[src/rtl/core/pcs_pkg.sv]
// Shared types and constants for the polygon clipper.
package pcs_pkg;

  localparam int COORD_W     = 32;
  localparam int NUM_STAGES  = 4;
  localparam int FIFO_DEPTH  = 32;
  localparam int PTR_W       = 5;
  localparam int MAG_W       = 33;
  localparam int QUO_W       = 34;
  localparam int STEP_W      = 6;

  localparam logic [4:0]  MAX_RESULTS = 5'd16;
  localparam logic [2:0]  OUT_STAGE   = 3'd4;
  localparam logic [30:0] CLIP_SIZE_RESET = 31'h1000_0000;

  localparam logic [1:0] CFG_CLIP_SIZE    = 2'd0;
  localparam logic [1:0] CFG_CLIP_MARGIN  = 2'd1;
  localparam logic [1:0] CFG_CLOSE_OUTPUT = 2'd2;

  typedef struct packed {
    logic signed [COORD_W-1:0] x;
    logic signed [COORD_W-1:0] y;
  } vtx_t;

  typedef enum logic [3:0] {
    S_IDLE,
    S_FETCH,
    S_EDGE,
    S_CROSS,
    S_PUSHE,
    S_EMIT,
    S_FIN,
    S_FIN2,
    S_CLEAR
  } top_state_t;

  typedef enum logic [1:0] {
    CR_IDLE,
    CR_MUL,
    CR_DIV,
    CR_FIN
  } cross_state_t;

endpackage

[src/rtl/core/pcs_if.sv]
// Handshake channels of the polygon clipper: vertices, results, configuration.
interface pcs_vert_if;
  logic               valid;
  logic               ready;
  logic signed [31:0] vert_x;
  logic signed [31:0] vert_y;
  logic               ring_end;
  modport source (output valid, output vert_x, output vert_y, output ring_end, input ready);
  modport sink   (input valid, input vert_x, input vert_y, input ring_end, output ready);
endinterface

interface pcs_res_if;
  logic               valid;
  logic               ready;
  logic signed [31:0] out_x;
  logic signed [31:0] out_y;
  logic               ring_done;
  logic               ring_empty;
  modport source (output valid, output out_x, output out_y, output ring_done,
                  output ring_empty, input ready);
  modport sink   (input valid, input out_x, input out_y, input ring_done,
                  input ring_empty, output ready);
endinterface

interface pcs_cfg_if;
  logic        valid;
  logic        ready;
  logic [1:0]  index;
  logic [31:0] data;
  modport source (output valid, output index, output data, input ready);
  modport sink   (input valid, input index, input data, output ready);
endinterface

[src/rtl/core/pcs_cross.sv]
// Iterative edge/plane crossing unit: shift-add multiply, then restoring divide.
module pcs_cross import pcs_pkg::*; (
  input  logic               clk,
  input  logic               rst,
  input  logic               start,
  input  vtx_t               s,
  input  vtx_t               e,
  input  logic [1:0]         plane_sel,
  input  logic signed [31:0] lo,
  input  logic signed [31:0] hi,
  output logic               done,
  output vtx_t               cross_v
);

  cross_state_t st, st_next;
  logic [STEP_W-1:0] step;

  logic signed [31:0] f_r, a_r;
  logic               on_y_r, neg_r;
  logic [MAG_W-1:0]   mcand, mq, dmag;
  logic [MAG_W:0]     acc;
  logic [MAG_W-1:0]   rem;
  logic [QUO_W-1:0]   nsrc, quo;

  // operand setup
  logic signed [31:0] f, cs, ce, a, b;
  logic signed [33:0] ds, de;
  logic signed [34:0] den;
  logic signed [32:0] diff;
  logic [33:0]        ds_abs;
  logic [34:0]        den_abs;
  logic [32:0]        diff_abs;

  always_comb begin
    f  = plane_sel[0] ? hi : lo;
    cs = plane_sel[1] ? s.y : s.x;
    ce = plane_sel[1] ? e.y : e.x;
    a  = plane_sel[1] ? s.x : s.y;
    b  = plane_sel[1] ? e.x : e.y;
    ds = 34'(cs) - 34'(f);
    de = 34'(ce) - 34'(f);
    den = 35'(ds) - 35'(de);
    diff = 33'(b) - 33'(a);
    ds_abs   = ds[33] ? 34'(-ds) : 34'(ds);
    den_abs  = den[34] ? 35'(-den) : 35'(den);
    diff_abs = diff[32] ? 33'(-diff) : 33'(diff);
  end

  // iteration datapath
  logic [MAG_W:0]     acc_add;
  logic [2*MAG_W:0]   numer;
  logic [MAG_W:0]     trial, dd, trial_sub;
  logic               ge;
  logic [QUO_W-1:0]   q;
  logic signed [35:0] qext, off, sum;
  logic signed [31:0] satv;

  always_comb begin
    acc_add   = acc + (mq[0] ? {1'b0, mcand} : '0);
    numer     = {acc[MAG_W-1:0], mq, 1'b0} + (2*MAG_W+1)'(dmag);
    trial     = {rem, nsrc[QUO_W-1]};
    dd        = {dmag, 1'b0};
    ge        = trial >= dd;
    trial_sub = trial - dd;
    q         = (dmag == '0) ? '0 : quo;
    qext      = $signed({2'b00, q});
    off       = neg_r ? -qext : qext;
    sum       = 36'(a_r) + off;
    if (sum > 36'sd2147483647) begin
      satv = 32'sh7FFF_FFFF;
    end else if (sum < -36'sd2147483648) begin
      satv = 32'sh8000_0000;
    end else begin
      satv = sum[31:0];
    end
  end

  always_comb begin
    st_next = st;
    case (st)
      CR_IDLE: if (start) st_next = CR_MUL;
      CR_MUL:  if (step == STEP_W'(MAG_W - 1)) st_next = CR_DIV;
      CR_DIV:  if (step == STEP_W'(QUO_W)) st_next = CR_FIN;
      CR_FIN:  st_next = CR_IDLE;
      default: st_next = CR_IDLE;
    endcase
  end

  always_comb begin
    done = (st == CR_FIN);
    if (on_y_r) begin
      cross_v.x = satv;
      cross_v.y = f_r;
    end else begin
      cross_v.x = f_r;
      cross_v.y = satv;
    end
  end

  always_ff @(posedge clk) begin
    if (rst) begin
      st   <= CR_IDLE;
      step <= '0;
    end else begin
      st <= st_next;
      case (st)
        CR_IDLE: begin
          step   <= '0;
          f_r    <= f;
          a_r    <= a;
          on_y_r <= plane_sel[1];
          neg_r  <= diff[32] ^ ds[33] ^ den[34];
          mcand  <= diff_abs;
          mq     <= ds_abs[MAG_W-1:0];
          dmag   <= den_abs[MAG_W-1:0];
          acc    <= '0;
        end
        CR_MUL: begin
          acc  <= {1'b0, acc_add[MAG_W:1]};
          mq   <= {acc_add[0], mq[MAG_W-1:1]};
          step <= (step == STEP_W'(MAG_W - 1)) ? '0 : step + 1'b1;
        end
        CR_DIV: begin
          // first cycle loads the remainder from the top numerator bits
          if (step == '0) begin
            rem  <= numer[2*MAG_W:QUO_W];
            nsrc <= numer[QUO_W-1:0];
            quo  <= '0;
          end else begin
            rem  <= ge ? trial_sub[MAG_W-1:0] : trial[MAG_W-1:0];
            quo  <= {quo[QUO_W-2:0], ge};
            nsrc <= {nsrc[QUO_W-2:0], 1'b0};
          end
          step <= step + 1'b1;
        end
        default: step <= '0;
      endcase
    end
  end

  cr_no_restart: assert property (@(posedge clk) disable iff (rst)
    (st != CR_IDLE) |-> !start)
    else $error("crossing start while unit busy");
  cr_mul_to_div: assert property (@(posedge clk) disable iff (rst)
    (st == CR_MUL && st_next == CR_DIV) |=> (step == '0 ? 1'b0 : 1'b1) || st == CR_DIV)
    else $error("multiply did not hand over to divide");
  cr_done_pulse: assert property (@(posedge clk) disable iff (rst)
    done |=> !done)
    else $error("crossing done held longer than one cycle");

endmodule

[src/rtl/core/polygon_clip_to_square.sv]
// Top level: streaming four-plane polygon ring clipper with a shared crossing unit.
//
//  channel | dir | payload                               | handshake
//  vert    | in  | vert_x, vert_y, ring_end              | valid/ready
//  res     | out | out_x, out_y, ring_done, ring_empty   | valid/ready
//  cfg     | in  | index, data                           | valid/ready (always ready)
//
// Each vertex runs stage by stage through a 32-entry vertex queue with a registered read,
// and each plane crossing goes through the shared multiply/divide unit. A ring end adds
// the closing edges and up to two final results. vert is not ready until the item is done.
// A stalled result output holds the sequencer, unless the per-item result cap is reached.
// Reset is synchronous and clears all ring state at once; no clearing pass.
module polygon_clip_to_square import pcs_pkg::*; (
  input  logic     clk,
  input  logic     rst,
  pcs_vert_if.sink vert,
  pcs_res_if.source res,
  pcs_cfg_if.sink  cfg
);

  logic [30:0] clip_size;
  logic [29:0] clip_margin;
  logic        close_output;

  top_state_t state, state_next, em_ret;

  vtx_t             fifo [FIFO_DEPTH];
  logic [PTR_W-1:0] head, tail, cur_cnt, nxt_cnt;
  logic [2:0]       stage;
  logic             end_r, closing_done;
  logic             rd_ok;

  vtx_t                  first_v [NUM_STAGES];
  vtx_t                  prev_v  [NUM_STAGES];
  logic [NUM_STAGES-1:0] has;

  vtx_t       first_out, last_out;
  logic       out_nz;
  vtx_t       s_r, e_r, em_v;
  logic       em_done, em_empty;
  logic [4:0] res_cnt;

  logic o_valid, o_done, o_empty;
  vtx_t o_v;

  logic signed [31:0] bound_lo, bound_hi;
  logic [32:0]        hi_sum;

  always_comb begin
    hi_sum   = {2'b00, clip_size} + {3'b000, clip_margin};
    bound_hi = (hi_sum > 33'h0_7FFF_FFFF) ? 32'sh7FFF_FFFF : $signed(hi_sum[31:0]);
    bound_lo = -$signed({2'b00, clip_margin});
  end

  function automatic logic in_plane(vtx_t p, logic [1:0] k,
                                    logic signed [31:0] lo, logic signed [31:0] hi);
    logic signed [31:0] c;
    begin
      c = k[1] ? p.y : p.x;
      return k[0] ? (c <= hi) : (c >= lo);
    end
  endfunction

  logic [1:0] sel;
  logic       at_out, sin, ein, dup, slot_free, emit_load, pop, push, cx_start, cx_done;
  vtx_t       head_v, in_v, push_v, cx_v;

  always_comb begin
    sel       = stage[1:0];
    at_out    = (stage == OUT_STAGE);
    in_v.x    = vert.vert_x;
    in_v.y    = vert.vert_y;
    dup       = vert.ring_end && has[0] && (in_v == first_v[0]);
    sin       = in_plane(s_r, sel, bound_lo, bound_hi);
    ein       = in_plane(e_r, sel, bound_lo, bound_hi);
    slot_free = !o_valid || res.ready;
  end

  pcs_cross u_cross (
    .clk       (clk),
    .rst       (rst),
    .start     (cx_start),
    .s         (s_r),
    .e         (e_r),
    .plane_sel (sel),
    .lo        (bound_lo),
    .hi        (bound_hi),
    .done      (cx_done),
    .cross_v   (cx_v)
  );

  // next state
  always_comb begin
    state_next = state;
    case (state)
      S_IDLE: if (vert.valid) state_next = S_FETCH;
      S_FETCH: begin
        if (at_out) begin
          if (cur_cnt != '0) begin
            if (rd_ok) state_next = out_nz ? S_EMIT : S_FETCH;
          end else begin
            state_next = end_r ? S_FIN : S_IDLE;
          end
        end else if (cur_cnt != '0) begin
          if (rd_ok) state_next = has[sel] ? S_EDGE : S_FETCH;
        end else if (end_r && has[sel] && !closing_done) begin
          state_next = S_EDGE;
        end
      end
      S_EDGE:  state_next = (sin ^ ein) ? S_CROSS : S_FETCH;
      S_CROSS: if (cx_done) state_next = ein ? S_PUSHE : S_FETCH;
      S_PUSHE: state_next = S_FETCH;
      S_EMIT:  if (res_cnt >= MAX_RESULTS || slot_free) state_next = em_ret;
      S_FIN:   state_next = S_EMIT;
      S_FIN2:  state_next = S_EMIT;
      S_CLEAR: state_next = S_IDLE;
      default: state_next = S_IDLE;
    endcase
  end

  // control outputs
  always_comb begin
    vert.ready = (state == S_IDLE);
    cfg.ready  = 1'b1;
    cx_start   = (state == S_EDGE) && (sin ^ ein);
    pop        = (state == S_FETCH) && (cur_cnt != '0) && rd_ok;
    emit_load  = (state == S_EMIT) && (res_cnt < MAX_RESULTS) && slot_free;
    push       = 1'b0;
    push_v     = e_r;
    case (state)
      S_IDLE:  begin
        push   = vert.valid && !dup;
        push_v = in_v;
      end
      S_EDGE:  push = sin && ein;
      S_CROSS: begin
        push   = cx_done;
        push_v = cx_v;
      end
      S_PUSHE: push = 1'b1;
      default: push = 1'b0;
    endcase
    res.valid      = o_valid;
    res.out_x      = o_v.x;
    res.out_y      = o_v.y;
    res.ring_done  = o_done;
    res.ring_empty = o_empty;
  end

  always_ff @(posedge clk) begin
    if (push) fifo[tail] <= push_v;
    head_v <= fifo[head];
  end

  always_ff @(posedge clk) begin
    if (rst) begin
      state        <= S_IDLE;
      em_ret       <= S_IDLE;
      clip_size    <= CLIP_SIZE_RESET;
      clip_margin  <= '0;
      close_output <= 1'b0;
      head         <= '0;
      tail         <= '0;
      cur_cnt      <= '0;
      nxt_cnt      <= '0;
      stage        <= '0;
      end_r        <= 1'b0;
      closing_done <= 1'b0;
      rd_ok        <= 1'b0;
      has          <= '0;
      out_nz       <= 1'b0;
      res_cnt      <= '0;
      o_valid      <= 1'b0;
    end else begin
      state <= state_next;

      // read data is good once the head has held still with no write to it
      rd_ok <= !pop && !(push && (tail == head));

      if (cfg.valid) begin
        case (cfg.index)
          CFG_CLIP_SIZE:    clip_size    <= cfg.data[30:0];
          CFG_CLIP_MARGIN:  clip_margin  <= cfg.data[29:0];
          CFG_CLOSE_OUTPUT: close_output <= cfg.data[0];
          default: ;
        endcase
      end

      if (emit_load) begin
        o_valid <= 1'b1;
        o_v     <= em_v;
        o_done  <= em_done;
        o_empty <= em_empty;
        res_cnt <= res_cnt + 1'b1;
      end else if (res.ready) begin
        o_valid <= 1'b0;
      end

      if (push) tail <= tail + 1'b1;
      if (push && state != S_IDLE) nxt_cnt <= nxt_cnt + 1'b1;

      case (state)
        S_IDLE: if (vert.valid) begin
          cur_cnt      <= PTR_W'(!dup);
          nxt_cnt      <= '0;
          stage        <= '0;
          end_r        <= vert.ring_end;
          closing_done <= 1'b0;
          res_cnt      <= '0;
        end
        S_FETCH: begin
          if (pop) begin
            head    <= head + 1'b1;
            cur_cnt <= cur_cnt - 1'b1;
            if (at_out) begin
              last_out <= head_v;
              if (out_nz) begin
                em_v     <= last_out;
                em_done  <= 1'b0;
                em_empty <= 1'b0;
                em_ret   <= S_FETCH;
              end else begin
                first_out <= head_v;
                out_nz    <= 1'b1;
              end
            end else if (!has[sel]) begin
              has[sel]     <= 1'b1;
              first_v[sel] <= head_v;
              prev_v[sel]  <= head_v;
            end else begin
              s_r         <= prev_v[sel];
              e_r         <= head_v;
              prev_v[sel] <= head_v;
            end
          end else if (!at_out && cur_cnt == '0) begin
            if (end_r && has[sel] && !closing_done) begin
              // closing edge of this plane, back to its first vertex
              s_r          <= prev_v[sel];
              e_r          <= first_v[sel];
              closing_done <= 1'b1;
            end else begin
              stage        <= stage + 1'b1;
              cur_cnt      <= nxt_cnt;
              nxt_cnt      <= '0;
              closing_done <= 1'b0;
            end
          end
        end
        S_FIN: begin
          if (!out_nz) begin
            em_v     <= '0;
            em_done  <= 1'b1;
            em_empty <= 1'b1;
            em_ret   <= S_CLEAR;
          end else if (close_output && (first_out != last_out)) begin
            em_v     <= last_out;
            em_done  <= 1'b0;
            em_empty <= 1'b0;
            em_ret   <= S_FIN2;
          end else begin
            em_v     <= last_out;
            em_done  <= 1'b1;
            em_empty <= 1'b0;
            em_ret   <= S_CLEAR;
          end
        end
        S_FIN2: begin
          em_v     <= first_out;
          em_done  <= 1'b1;
          em_empty <= 1'b0;
          em_ret   <= S_CLEAR;
        end
        S_CLEAR: begin
          has    <= '0;
          out_nz <= 1'b0;
        end
        default: ;
      endcase
    end
  end

  a_empty_is_done: assert property (@(posedge clk) disable iff (rst)
    (res.valid && res.ring_empty) |-> res.ring_done)
    else $error("empty ring result without ring_done");
  a_empty_zero: assert property (@(posedge clk) disable iff (rst)
    (res.valid && res.ring_empty) |-> (res.out_x == '0 && res.out_y == '0))
    else $error("empty ring result with nonzero coordinates");
  a_res_cap: assert property (@(posedge clk) disable iff (rst)
    res_cnt <= MAX_RESULTS)
    else $error("result count per item above limit");
  a_idle_drained: assert property (@(posedge clk) disable iff (rst)
    (state == S_IDLE) |-> (cur_cnt == '0 && head == tail))
    else $error("vertex queue not drained between items");

endmodule
[src/flat_wrapper.sv]
// flat-port wrapper written by rule: the top's interface ports become plain ports
module polygon_clip_to_square_flat import pcs_pkg::*;
  (clk, rst, vert_valid, vert_vert_x, vert_vert_y, vert_ring_end, vert_ready, res_valid, res_out_x, res_out_y, res_ring_done, res_ring_empty, res_ready, cfg_valid, cfg_index, cfg_data, cfg_ready);
  pcs_vert_if vert_i ();
  pcs_res_if res_i ();
  pcs_cfg_if cfg_i ();
  input  logic clk;
  input  logic rst;
  input wire logic [$bits(vert_i.valid)-1:0] vert_valid;
  input wire logic [$bits(vert_i.vert_x)-1:0] vert_vert_x;
  input wire logic [$bits(vert_i.vert_y)-1:0] vert_vert_y;
  input wire logic [$bits(vert_i.ring_end)-1:0] vert_ring_end;
  output wire logic [$bits(vert_i.ready)-1:0] vert_ready;
  output wire logic [$bits(res_i.valid)-1:0] res_valid;
  output wire logic [$bits(res_i.out_x)-1:0] res_out_x;
  output wire logic [$bits(res_i.out_y)-1:0] res_out_y;
  output wire logic [$bits(res_i.ring_done)-1:0] res_ring_done;
  output wire logic [$bits(res_i.ring_empty)-1:0] res_ring_empty;
  input wire logic [$bits(res_i.ready)-1:0] res_ready;
  input wire logic [$bits(cfg_i.valid)-1:0] cfg_valid;
  input wire logic [$bits(cfg_i.index)-1:0] cfg_index;
  input wire logic [$bits(cfg_i.data)-1:0] cfg_data;
  output wire logic [$bits(cfg_i.ready)-1:0] cfg_ready;
  assign vert_i.valid = vert_valid;
  assign vert_i.vert_x = vert_vert_x;
  assign vert_i.vert_y = vert_vert_y;
  assign vert_i.ring_end = vert_ring_end;
  assign vert_ready = vert_i.ready;
  assign res_valid = res_i.valid;
  assign res_out_x = res_i.out_x;
  assign res_out_y = res_i.out_y;
  assign res_ring_done = res_i.ring_done;
  assign res_ring_empty = res_i.ring_empty;
  assign res_i.ready = res_ready;
  assign cfg_i.valid = cfg_valid;
  assign cfg_i.index = cfg_index;
  assign cfg_i.data = cfg_data;
  assign cfg_ready = cfg_i.ready;
  polygon_clip_to_square u_core (.clk(clk), .rst(rst), .vert(vert_i), .res(res_i), .cfg(cfg_i));
endmodule
[config.mk]
export PLATFORM = sky130hd
export DESIGN_NAME = polygon_clip_to_square_flat
export DESIGN_NICKNAME = d
export VERILOG_FILES = /design/src/rtl/core/pcs_pkg.sv /design/src/rtl/core/pcs_if.sv /design/src/rtl/core/pcs_cross.sv /design/src/rtl/core/polygon_clip_to_square.sv /design/src/flat_wrapper.sv
export SDC_FILE = /design/constraint.sdc
export NUM_CORES = 2
export LEC_CHECK = 0
export BUFFER_PORTS_ARGS = -buffer_cell sky130_fd_sc_hd__buf_2
export CELL_PAD_IN_SITES_DETAIL_PLACEMENT = 0
export CELL_PAD_IN_SITES_GLOBAL_PLACEMENT = 1
export CORE_MARGIN = 2
export CORE_UTILIZATION = 45
export DETAILED_ROUTE_END_ITERATION = 10
export PLACE_DENSITY = 0.67
export RECOVER_POWER = 25
export SYNTH_ARGS = -nofsm -noshare
export SYNTH_HDL_FRONTEND = slang
export SYNTH_SLANG_ARGS = --single-unit
[constraint.sdc]
create_clock -name clk -period 30.2 [get_ports clk]
set_input_delay 3.02 -clock clk [delete_from_list [all_inputs] [get_ports clk]]
set_output_delay 3.02 -clock clk [all_outputs]
set_load 0.01 [all_outputs]
==> summary.md <==
| Metric | Value |
|---|---|
| Status | finished, violations left |
| Failing checks | max-capacitance violations, max-slew violations |
| RSZ-0062 raised after global routing | false |
| CTS resizes | 0 |
| Worst Tran Pin Value | 8.81 ns |
| Vias after detailed routing | 88400 |
| Synthesized area | 152000 um2 |
| Routed vias/inst | 6.05 |
| CP max stage delay | 4.64 ns |
| Post-route ant nets | 0 |
| Final WL | approximately 470000 um |
| LEAKAGE | 56.4 nW |
| Reg-to-reg critical path endpoint | u_core.fifo[16][19] |
| WL/cell | 32.3 um |
| Vias in the first global route | roughly 86000 |
| Global route total overflow | 0 |
| Netlist cell types | 119 |
| I/O Pins | between 150 and 200 |
| IO buf count | 170 |
| Setup TNS | 0 ns |
| Post-synth EDFFs | 3247 |
| Final Hold Fails | 0 |
| # fillers | around 28000 |
| CP required | just over 30 ns |
| Share of power burned in registers | 0.419 |
| Hold_buf cts | 0 |
| HP Class | reg -> reg |
| Synth Area per Inst | roughly 16 um2 |
| WS Path Type | reg -> reg |
| CTS Buf Count | about 360 |
| Area grow syn2layout | 12.1% |
| End of the critical path | u_core.fifo[16][19] |
| Seq/Total Area, Yosys | 0.663 |
| Detail Placement HPWL | 313000 um |
| CTS Buffer Depth | 4 |
| RR Startpoint | u_core.stage[1] |
| Clock latency on the worst-skew pair | 0.96 ns |
| Max-slew violations | 1528 |
| Initial antenna violation count | 26 |
| Cell Int Power | 0.0103 W |
| Core area | 337000 um2 |
| Sw power | around 0.0054 W |
| Max-Cap Viols | 33 |
| Synth async-reset ratio | 0 |
| Worst VDD drop | a little over 0.07 mV |
| Synthesis Warnings | 0 |
| Setup WS pre-CTS | 18.43 ns |
| Power share of the clock group | 0.273 |
| Sw Share | 0.341 |
| CP startpoint | u_core.stage[1] |
| Cells along the critical path | clkbuf_1 > mux2i_1 > inv_1 > ha_1 > nand4_1 > nor2_1 > nand4_1 > o221ai_1 > a21oi_1 > xnor2_1 > o311ai_0 > o21a_1 > ha_1 > nand3_1 > a21oi_1 > a41oi_1 > nor2_1 > a31o_2 > nand2_1 > nor2_4 > buf_4 > buf_4 |
| CTS Sinks | 3427 |
| Clk root buf | clkbuf_16 |
| Initial core utilization | 0.452 |
| Routability Congestion | 0.957 |
| Crit Path Max Fanout | 87 |
| Largest net degree at the start of global routing | 129 |
| Setup-failing EPs final | 0 |
| Setup Fix Bufs, Post-CTS | 0 |
| Share of cells above drive strength 1 | 0.194 |
| Site Rows | ~210 |
| Total track usage | 0.271 |
| Combinational Power Share | 0.307 |
| R2R Setup Slk | 15.14 ns |
| DIE WIDTH | 586 um |
| Drc violations | 0 |
| Die area | 343000 um2 |
| Fmax | 0.0664 GHz |
| Area of the multi-input gates | about 50000 um2 |
| Max stage delay cell, worst path | clkbuf_1 |
| Nets | 10300 |
| Worst-path clk slew | 0.06 ns |
| Crit end category | flip-flop |
| First-pass GRT wire length | 655000 um |
| H-tree depth | 5 |
| Setup crit start kind | flip-flop |
| Ys flop type | edfxtp_1 |
| Length of the first detailed-routing pass in iterations | 8 |
| Tmin final | 15.06 ns |
| Setup Skew | 0.0581 ns |
| CTS tree | yes |
| Die Ht | around 590 um |
| Flops & latches, synth | 3427 |
| Initial DRC Count | 10200 |
| Max_slew headroom | -4.88 |
| R2R depth | 22 |
| Final Cycle Share | 0.499 |
| Min setup slack post-route | between 15 and 20 ns |
| Syn Inst Count | 9394 |
| CP arrival | 15.63 ns |
| PD cells | 91.9 nW/um2 |
| Sequential cell area | between 100000 and 150000 um2 |
area by class of cell:
class | count | share of cell area
Tap cell | 4515 | 0.0331
Sequential cell | 3427 | 0.592
Antenna cell | 18 | 0.000264
Inverter | 325 | 0.00715
Clock inverter | 201 | 0.00989
Multi-Input combinational cell | 5263 | 0.287
Timing Repair Buffer | 397 | 0.0144
Clock buffer | 454 | 0.0563
cell usage after synthesis, drive strengths merged (38+ instances only):
| master | count | area, um2 |
|---|---|---|
| and2 | 76 | 475 |
| dfxtp | 180 | 3600 |
| or3 | 50 | 313 |
| nor2b | 95 | 594 |
| a21oi | 371 | 1910 |
| a31oi | 50 | 313 |
| a211oi | 49 | 385 |
| edfxtp | 3247 | 97500 |
| a22o | 65 | 569 |
| mux2i | 84 | 841 |
| nor3 | 153 | 797 |
| mux2 | 139 | 1570 |
| nand2b | 70 | 438 |
| nor2 | 416 | 1570 |
| nor4 | 87 | 618 |
| buf | 83 | 347 |
| mux4 | 769 | 17300 |
| nand4 | 73 | 463 |
| fa | 39 | 781 |
| a222oi | 63 | 631 |
| o21a | 40 | 300 |
| inv | 322 | 1210 |
| nand3 | 157 | 786 |
| clkbuf | 298 | 1120 |
| xnor2 | 273 | 2450 |
| nand2 | 687 | 2580 |
| ha | 397 | 4970 |
| a21o | 104 | 781 |
| xor2 | 237 | 2080 |
| and3 | 38 | 238 |
| o21ai | 266 | 1360 |
how the worst min path moves through the flow:
stage | startpoint | endpoint | cells after the start
CTS | u_core.em_v[13] | u_core.res.out_y[13] | 0
finish | u_core.em_v[13] | u_core.res.out_y[13] | 0
global placement | u_core.em_v[57] | u_core.res.out_x[25] | 0
detailed placement | u_core.em_v[26] | u_core.res.out_y[26] | 0
global route | u_core.em_v[13] | u_core.res.out_y[13] | 0
floorplan | u_core.em_v[32] | u_core.res.out_x[0] | 0
stage by stage:
stage               utilization  instances  power [W]  cell area, um2  hold slack (ns)
detailed placement        0.474      13900     0.0114          160000            0.405
CTS                       0.508      14600     0.0157          171000            0.407
floorplan                     -       9396    0.00965          152000            0.400
global route              0.507      14600     0.0164          171000            0.409
finish                    0.507      14600     0.0157          171000            0.405
global placement          0.474      13900     0.0114          160000            0.406
layer usage:
layer | track usage | part of all wire
met1 | 0.359 | 0.40
met5 | 0 | 0.00022
met4 | 0.134 | 0.059
met3 | 0.0344 | 0.067
met2 | 0.444 | 0.48
layout by cell type, fill, tap and decap left out, types with 40 or more instances in the layout:
cell type / Yosys / layout
nand2_1: 687 / 686
nor2b_1: 95 / 95
nor3_1: 148 / 145
or3_1: 50 / 50
o21a_1: 40 / 40
inv_1: 318 / 318
ha_1: 397 / 397
nor4_1: 78 / 76
a211oi_1: 47 / 47
buf_4: 3 / 194
mux2_2: 139 / 136
dfxtp_1: 180 / 174
and2_1: 76 / 65
a222oi_1: 63 / 63
nor2_1: 414 / 383
nand4_1: 72 / 72
a31oi_1: 50 / 49
xor2_1: 236 / 236
clkbuf_16: 0 / 364
buf_2: 13 / 169
edfxtp_1: 3247 / 3247
a22o_1: 65 / 65
o21ai_0: 238 / 234
clkbuf_1: 298 / 105
mux2i_1: 84 / 73
nand3_1: 157 / 150
nand2b_1: 70 / 69
clkinv_1: 3 / 84
a21oi_1: 361 / 361
a21o_1: 104 / 104
xnor2_1: 266 / 266
clkinv_2: 0 / 65
mux4_2: 769 / 769
cells by family after synthesis:
family,share of synthesized area
AOI/OAI and AO/OA,0.0581
other,0.0000246
buffers and inverters,0.0176
DFF,0.663
and+or+nand+nor,0.0636
muxes,0.129
xor gates and xnor gates,0.0298
adders and majority gates,0.0381
critical path: cells and delay by family, from the launching register on:
kind | cells | cell delay, ns
AOI/OAI and AO/OA | 7 | 1.32
adders and majority gates | 2 | 0.43
DFF | 1 | 1.46
xor gates and xnor gates | 1 | 0.16
and+or+nand+nor | 7 | 2.52
muxes | 1 | 1.95
buffers and inverters | 4 | 6.44
flip-flops by register name (all words and copies together), names as in the netlist, 33 cells and up, named ones only:
signal                flops
u_core.em_v              64
u_core.u_cross.nsrc      34
u_core.first_v          256
u_core.last_out          64
u_core.first_out         64
u_core.u_cross.acc       33
u_core.u_cross.quo       34
u_core.e_r               64
u_core.u_cross.mcand     33
u_core.u_cross.rem       33
u_core.s_r               64
u_core.prev_v           256
u_core.u_cross.mq        33
u_core.head_v            64
u_core.fifo            2048
u_core.u_cross.dmag      33
power by group through the flow:
stage / Clock, W / Sequential [W] / Combinational (W)
after floorplan: 0 / 0.00637 / 0.00328
after global placement: 0 / 0.00664 / 0.00471
after detailed placement: 0 / 0.00666 / 0.00479
after CTS: 0.00436 / 0.00656 / 0.00481
after global routing: 0.00453 / 0.00659 / 0.00528
final: 0.00429 / 0.00659 / 0.00483
Power figures use the tool's default switching activity.
